<file path="config.mk">
export PLATFORM = sky130hd
export DESIGN_NAME = tagged_integer_stream_decoder_top
export DESIGN_NICKNAME = d
export VERILOG_FILES = /design/src/hw/rtl/tisd_pkg.sv /design/src/hw/rtl/tisd_step.sv /design/src/hw/rtl/tagged_integer_stream_decoder_top.sv
export SDC_FILE = /design/constraint.sdc
export NUM_CORES = 1
export LEC_CHECK = 0
export ABC_AREA = 1
export BUFFER_PORTS_ARGS = -buffer_cell sky130_fd_sc_hd__buf_4
export CAP_MARGIN = 40
export CELL_PAD_IN_SITES_DETAIL_PLACEMENT = 1
export CELL_PAD_IN_SITES_GLOBAL_PLACEMENT = 1
export CORE_MARGIN = 8
export CORE_UTILIZATION = 47
export DETAILED_ROUTE_END_ITERATION = 10
export PLACE_DENSITY_LB_ADDON = 0.1
export SKIP_CTS_REPAIR_TIMING = 1
export SLEW_MARGIN = 10
export SYNTH_ARGS = -nofsm -noshare
export SYNTH_HDL_FRONTEND = slang
export SYNTH_SLANG_ARGS = --single-unit
</file>
<file path="constraint.sdc">
create_clock -name i_clk -period 12.1 [get_ports i_clk]
set_input_delay 1.815 -clock i_clk [delete_from_list [all_inputs] [get_ports i_clk]]
set_output_delay 1.815 -clock i_clk [all_outputs]
set_load 0.005 [all_outputs]
</file>
<file path="src/hw/rtl/tisd_pkg.sv">
// ----------------------------------------------------------------------------
// tisd_pkg: shared types and constants of the tagged integer stream decoder
// Holds the phase and result kind codes, the tag characters and the
// structs that carry decoder state and one result between modules.
// ----------------------------------------------------------------------------
`default_nettype none

package tisd_pkg;

    localparam int unsigned ByteW  = 8;
    localparam int unsigned ValueW = 64;
    localparam int unsigned CountW = 4;
    // A string length is a positive 64-bit value, so 63 bits hold it.
    localparam int unsigned CharsW = ValueW - 1;

    localparam logic [ByteW-1:0] TagTrue   = 8'h74;  // 't'
    localparam logic [ByteW-1:0] TagFalse  = 8'h66;  // 'f'
    localparam logic [ByteW-1:0] TagChar   = 8'h63;  // 'c'
    localparam logic [ByteW-1:0] TagString = 8'h53;  // 'S'

    typedef enum logic [2:0] {
        PH_TAG     = 3'd0,
        PH_CHAR    = 3'd1,
        PH_HEADER  = 3'd2,
        PH_PAYLOAD = 3'd3,
        PH_STRING  = 3'd4
    } t_phase;

    typedef enum logic [2:0] {
        K_TRUE   = 3'd0,
        K_FALSE  = 3'd1,
        K_CHAR   = 3'd2,
        K_INT    = 3'd3,
        K_SBYTE  = 3'd4,
        K_SEMPTY = 3'd5
    } t_kind;

    typedef struct packed {
        t_phase              phase;
        logic                is_string;
        logic                wide;        // header gave more than seven payload bytes
        logic [CountW-1:0]   bytes_left;
        logic [ValueW-1:0]   accumulator;
        logic [CharsW-1:0]   chars_left;
    } t_state;

    typedef struct packed {
        t_kind               kind;
        logic [ValueW-1:0]   value;
        logic                last;
        logic                overflow;
    } t_result;

endpackage

`default_nettype wire

</file>
<file path="src/hw/rtl/tisd_step.sv">
// ----------------------------------------------------------------------------
// tisd_step: one-byte decode step
// Given the current decoder state and one stream byte, forms the next state
// and at most one result.
// ----------------------------------------------------------------------------
`default_nettype none

module tisd_step
    import tisd_pkg::*;
(
    input  t_state            i_state,
    input  logic [ByteW-1:0]  i_byte,
    output t_state            o_state,
    output logic              o_res_valid,
    output t_result           o_result
);

    logic [ValueW-1:0] w_acc;
    logic [CountW-1:0] w_left;
    logic              w_finish;
    logic [CharsW-1:0] w_chars_dec;

    assign w_chars_dec = i_state.chars_left - CharsW'(1);

    always_comb begin
        o_state     = i_state;
        o_res_valid = 1'b0;
        o_result    = '{kind: K_TRUE, value: '0, last: 1'b1, overflow: 1'b0};
        w_acc       = i_state.accumulator;
        w_left      = i_state.bytes_left;
        w_finish    = 1'b0;

        case (i_state.phase)
            PH_CHAR: begin
                o_state.phase  = PH_TAG;
                o_res_valid    = 1'b1;
                o_result.kind  = K_CHAR;
                o_result.value = ValueW'(i_byte);
            end
            PH_HEADER: begin
                w_left = i_byte[7:4];
                w_acc  = {{(ValueW-4){i_byte[3]}}, i_byte[3:0]};
                o_state.wide = i_byte[7];
                if (w_left == '0) begin
                    w_finish = 1'b1;
                end else begin
                    o_state.phase = PH_PAYLOAD;
                end
            end
            PH_PAYLOAD: begin
                w_acc  = {i_state.accumulator[ValueW-ByteW-1:0], i_byte};
                w_left = i_state.bytes_left - CountW'(1);
                if (w_left == '0) begin
                    w_finish = 1'b1;
                end
            end
            PH_STRING: begin
                o_state.chars_left = w_chars_dec;
                o_res_valid        = 1'b1;
                o_result.kind      = K_SBYTE;
                o_result.value     = ValueW'(i_byte);
                o_result.last      = (w_chars_dec == '0);
                if (w_chars_dec == '0) begin
                    o_state.phase = PH_TAG;
                end
            end
            default: begin
                o_state.phase = PH_TAG;
                if (i_byte == TagTrue) begin
                    o_res_valid    = 1'b1;
                    o_result.kind  = K_TRUE;
                    o_result.value = ValueW'(1);
                end else if (i_byte == TagFalse) begin
                    o_res_valid   = 1'b1;
                    o_result.kind = K_FALSE;
                end else if (i_byte == TagChar) begin
                    o_state.phase = PH_CHAR;
                end else begin
                    o_state.is_string = (i_byte == TagString);
                    o_state.phase     = PH_HEADER;
                end
            end
        endcase

        o_state.accumulator = w_acc;
        o_state.bytes_left  = w_left;

        // The value is complete: an integer, or the length of a string.
        if (w_finish) begin
            if (!i_state.is_string) begin
                o_state.phase     = PH_TAG;
                o_res_valid       = 1'b1;
                o_result.kind     = K_INT;
                o_result.value    = w_acc;
                o_result.overflow = o_state.wide;
            end else if (w_acc[ValueW-1] || w_acc == '0) begin
                o_state.phase = PH_TAG;
                o_res_valid   = 1'b1;
                o_result.kind = K_SEMPTY;
            end else begin
                o_state.chars_left = w_acc[CharsW-1:0];
                o_state.phase      = PH_STRING;
            end
        end
    end

endmodule

`default_nettype wire

</file>
<file path="src/hw/rtl/tagged_integer_stream_decoder_top.sv">
// ----------------------------------------------------------------------------
// tagged_integer_stream_decoder_top: serialized tagged value decoder
// Decodes a byte stream of tagged booleans, characters, integers and strings.
// ----------------------------------------------------------------------------
// The block takes one stream byte per transfer on the input channel and gives
// at most one result per byte on the output channel. It sustains one byte per
// clock cycle as long as results are taken: each byte is captured in an input
// register, decoded by one step of short logic (a byte shift into the 64-bit
// accumulator or a 63-bit decrement of the string count) and written to the
// result register, which holds it on the output until it is transferred. Bytes
// that yield no result (tags, headers, inner payload bytes) pass without waiting
// on the output side; a byte that yields a result waits only while the result
// register is still full and not being taken.
`default_nettype none

module tagged_integer_stream_decoder_top
    import tisd_pkg::*;
(
    input  wire logic              i_clk,
    input  wire logic              i_rst_n,
    input  wire logic              i_valid,
    output logic                   o_ready,
    input  wire logic [7:0]        i_data_byte,
    output logic                   o_valid,
    input  wire logic              i_ready,
    output logic [2:0]             o_kind,
    output logic signed [63:0]     o_value,
    output logic                   o_last,
    output logic                   o_overflow
);

    // Input register.
    logic             r_in_valid;
    logic [ByteW-1:0] r_in_byte;

    // Decoder state and result register.
    t_state  r_state;
    t_state  n_state;
    logic    r_out_valid;
    t_result r_out;
    logic    w_res_valid;
    t_result w_result;
    logic    w_fire;

    tisd_step u_step (
        .i_state     (r_state),
        .i_byte      (r_in_byte),
        .o_state     (n_state),
        .o_res_valid (w_res_valid),
        .o_result    (w_result)
    );

    // The held byte moves on when it gives no result, or when the result
    // register is free or is being emptied in this cycle.
    assign w_fire  = r_in_valid && (!w_res_valid || !r_out_valid || i_ready);
    assign o_ready = !r_in_valid || w_fire;

    always_ff @(posedge i_clk) begin
        if (!i_rst_n) begin
            r_in_valid <= 1'b0;
        end else if (o_ready) begin
            r_in_valid <= i_valid;
        end
        if (o_ready && i_valid) begin
            r_in_byte <= i_data_byte;
        end
    end

    always_ff @(posedge i_clk) begin
        if (!i_rst_n) begin
            r_state <= '{phase: PH_TAG, default: '0};
        end else if (w_fire) begin
            r_state <= n_state;
        end
    end

    always_ff @(posedge i_clk) begin
        if (!i_rst_n) begin
            r_out_valid <= 1'b0;
        end else if (w_fire && w_res_valid) begin
            r_out_valid <= 1'b1;
        end else if (i_ready) begin
            r_out_valid <= 1'b0;
        end
        if (w_fire && w_res_valid) begin
            r_out <= w_result;
        end
    end

    assign o_valid    = r_out_valid;
    assign o_kind     = r_out.kind;
    assign o_value    = r_out.value;
    assign o_last     = r_out.last;
    assign o_overflow = r_out.overflow;

endmodule

`default_nettype wire

</file>
==> flow_summary.yaml <==
outcome:
  outcome: "completed"
worst_setup_path:
  worst_path_largest_cell_delay_ns: 0.78
  end_kind: "output pin"
  critical_path_arrival_ns: 4.37
  worst_r2r_path_depth: 22
  crit_type: "reg2out"
  critPathRequiredTime_ns: 10.28
  crit_path_start_kind: "register"
  crit_fanout: 43
  slowest_stage: "dfxtp_1"
  path_cells: "nand3_1, buf_4, nand2_2, inv_2, nand2_1, nand2_1, nor2_1, nand2_1, nor2_1, nand2_1, nor2_1, nand2_1, nand2_1, nand2_1, nand2_1, nand3_1, buf_4"
  rrSetupSlack_ns: 6.86
  crit_top_cell: "nand2_1"
finish:
  antennaDiodeCount: 0
  final.fill_count: 3631
  final_cell_mix: "nand2_1 (493), nor2_1 (432), inv_1 (167)"
  multi_input_area_mm2: 0.006588
  area_growth_pct: 12.87
  final-seq-area_mm2: 0.005075
  fin_nets: 2000
  drive_above_1_share: 0.07838
  layout_commonest_cell: "nand2_1"
  instances_no_fill: 2344
pwr:
  peakVddDrop_uv: 135.3
  clock_power_share: 0.392
  p_int_mw: 1.337
  comb_power_share: 0.191
  p_switching_mw: 0.6314
  cellPowerDensity_mw_per_mm2: 136.5
  swShare: 0.3208
  cellLeakagePower_nw: 6.364
  seqPwrFrac: 0.416
timing:
  hold_ws_ns: 0.4777
  min_period_ns: 6.188
  slew_headroom: 0.3917
  rsz0062_at_grt: "false"
  worst_pin_slew_ns: 0.9091
  final.period_utilization: 0.5114
  fmax_mhz: 161.6
  setup_violations: 0
  hold_violations: 0
  tns_ns: 0
  final_max_slew_viol_count: 0
  skew_ns: 0.01009
  setup_ws_ns: 5.912
routing:
  first_iter_violations: 978
  wire_per_inst_um: 20.74
  drc_errors: 0
  num_vias: 13510
  avgViaCountPerCell: 5.762
  drt_wl_total_um: 48610
  ant_nets: 0
  drt_first_pass_iters: 5
job:
  cap_violations: 0
cts:
  cts_tree: "done"
  cts_max_path_buffers: 3
  clk_latency_ns: 0.54
  clkTransAtPathRegs_ns: 0.06
  cts-root-buf: "clkbuf_16"
  numCtsBuffers: 25
  cts_sinks: 215
  htree_levels: 1
logic_synthesis:
  ys.warnings.count: 0
  synth-edff-count: 77
  netlist_area_mm2: 0.01278
  async_flop_share: 0
  synth_fp_nets: 1977
  synth.avg_cell_area_um2: 6.515
  seq_area_frac_synth: 0.3972
  ys.flop_type: "dfxtp_1"
  ys_types: 36
  synth-seq-cells: 215
  synth_cells: 1961
die:
  dieWidth_um: 180.9
  core_mm2: 0.02680
  core.rowCount: 60
  num_io_pins: 83
  start_util: 0.4767
  die_y_um: 180.9
  die_area_mm2: 0.03271
global_routing:
  grt_pass1_wl_um: 75950
  globalRouteOverflowTotal: 0
  grt_usage: 0.2900
  grt_pass1_vias: 13480
  antenna_found_initial: 4
  grt_start_max_net_pins: 92
min_path:
  whs_path_depth: 2
  hp-class: "reg2reg"
place:
  preCtsSetupSlack_ns: 6.579
  dp.cells: 2298
  port_buffers: 82
  gp_congestion: 0.9361
  hpwlAfterDp_um: 35970
[synthesized netlist by cell type (5+ instances only)]
cell | number | area (µm²)
nand2_1 | 494 | 1854
nor2_1 | 432 | 1622
inv_1 | 168 | 630.6
o21ai_0 | 158 | 790.8
dfxtp_1 | 138 | 2763
a21oi_1 | 87 | 435.4
edfxtp_1 | 77 | 2312
nand3_1 | 69 | 345.3
o21ai_1 | 63 | 315.3
clkbuf_1 | 62 | 232.7
o211ai_1 | 61 | 457.9
nand4_1 | 40 | 250.2
buf_2 | 31 | 155.2
nand3b_1 | 13 | 97.59
xor2_1 | 10 | 87.58
buf_4 | 8 | 60.06
o21bai_1 | 8 | 60.06
nor3_1 | 6 | 30.03
inv_2 | 5 | 18.77
xnor2_1 | 5 | 43.79
[sequential cells by signal, summed over array words and instances (netlist names)]
signal / cells
o_valid: 1
o_last: 1
r_in_byte: 8
r_state: 136
r_in_valid: 1
o_value: 64
o_overflow: 1
o_kind: 3
[worst max-delay path: cells and delay by family, from the launching register on]
family,cells,cell delay (ns)
simple gates,14,2.14
buf+inv,3,0.89
flops,1,0.78
[path summary, 6_finish.rpt]
path | from | to
setup / recovery | r_state[133] | o_ready
hold / removal | r_state[64] | r_state[64]
setup reg to reg | r_state[133] | r_state[95]
hold reg to reg | r_state[64] | r_state[64]
[per-layer routing]
layer,GRT usage,vias to the layer above,wire length (µm)
met5,0,-,13
met4,0.1210,2,2120
met3,0.03992,132,2894
met2,0.4847,388,22680
met1,0.3715,6549,20900
li1,-,6436,-
[area by class of cell]
cell class                      instances  area share
Clock buffer                           35     0.04954
Multi-Input combinational cell       1466      0.4568
Sequential cell                       215      0.3519
Clock inverter                         11    0.007809
Tap cell                              341     0.02959
Inverter                              176     0.04616
Timing Repair Buffer                  100     0.05813
[per-stage QoR]
stage            util  instance area [µm²]  power, mW
6_report       0.5380                14420      1.968
5_1_grt        0.5380                14420      2.044
4_1_cts        0.5380                14420      1.969
3_5_place_dp   0.5072                13590      1.200
3_3_place_gp   0.5025                13470      1.184
2_1_floorplan       -                12780      1.068
[power groups by stage]
stage	registers [mW]	clock network, mW	logic (mW)
2_1_floorplan	0.816	0	0.252
3_3_place_gp	0.832	0	0.351
3_5_place_dp	0.832	0	0.368
4_1_cts	0.817	0.779	0.372
5_1_grt	0.822	0.807	0.415
6_report	0.819	0.773	0.377
[cells by family after synthesis]
| logic type | count (synthesis) | share of synthesized area |
|---|---|---|
| flip-flops | 215 | 0.3972 |
| adder cells (fa/ha/maj) | 4 | 0.003918 |
| AO/OA/AOI/OAI | 380 | 0.1638 |
| XOR/XNOR | 15 | 0.01028 |
| buffers and inverters | 280 | 0.08843 |
| AND/OR/NAND/NOR | 1067 | 0.3363 |
Power figures use the tool's default switching activity.
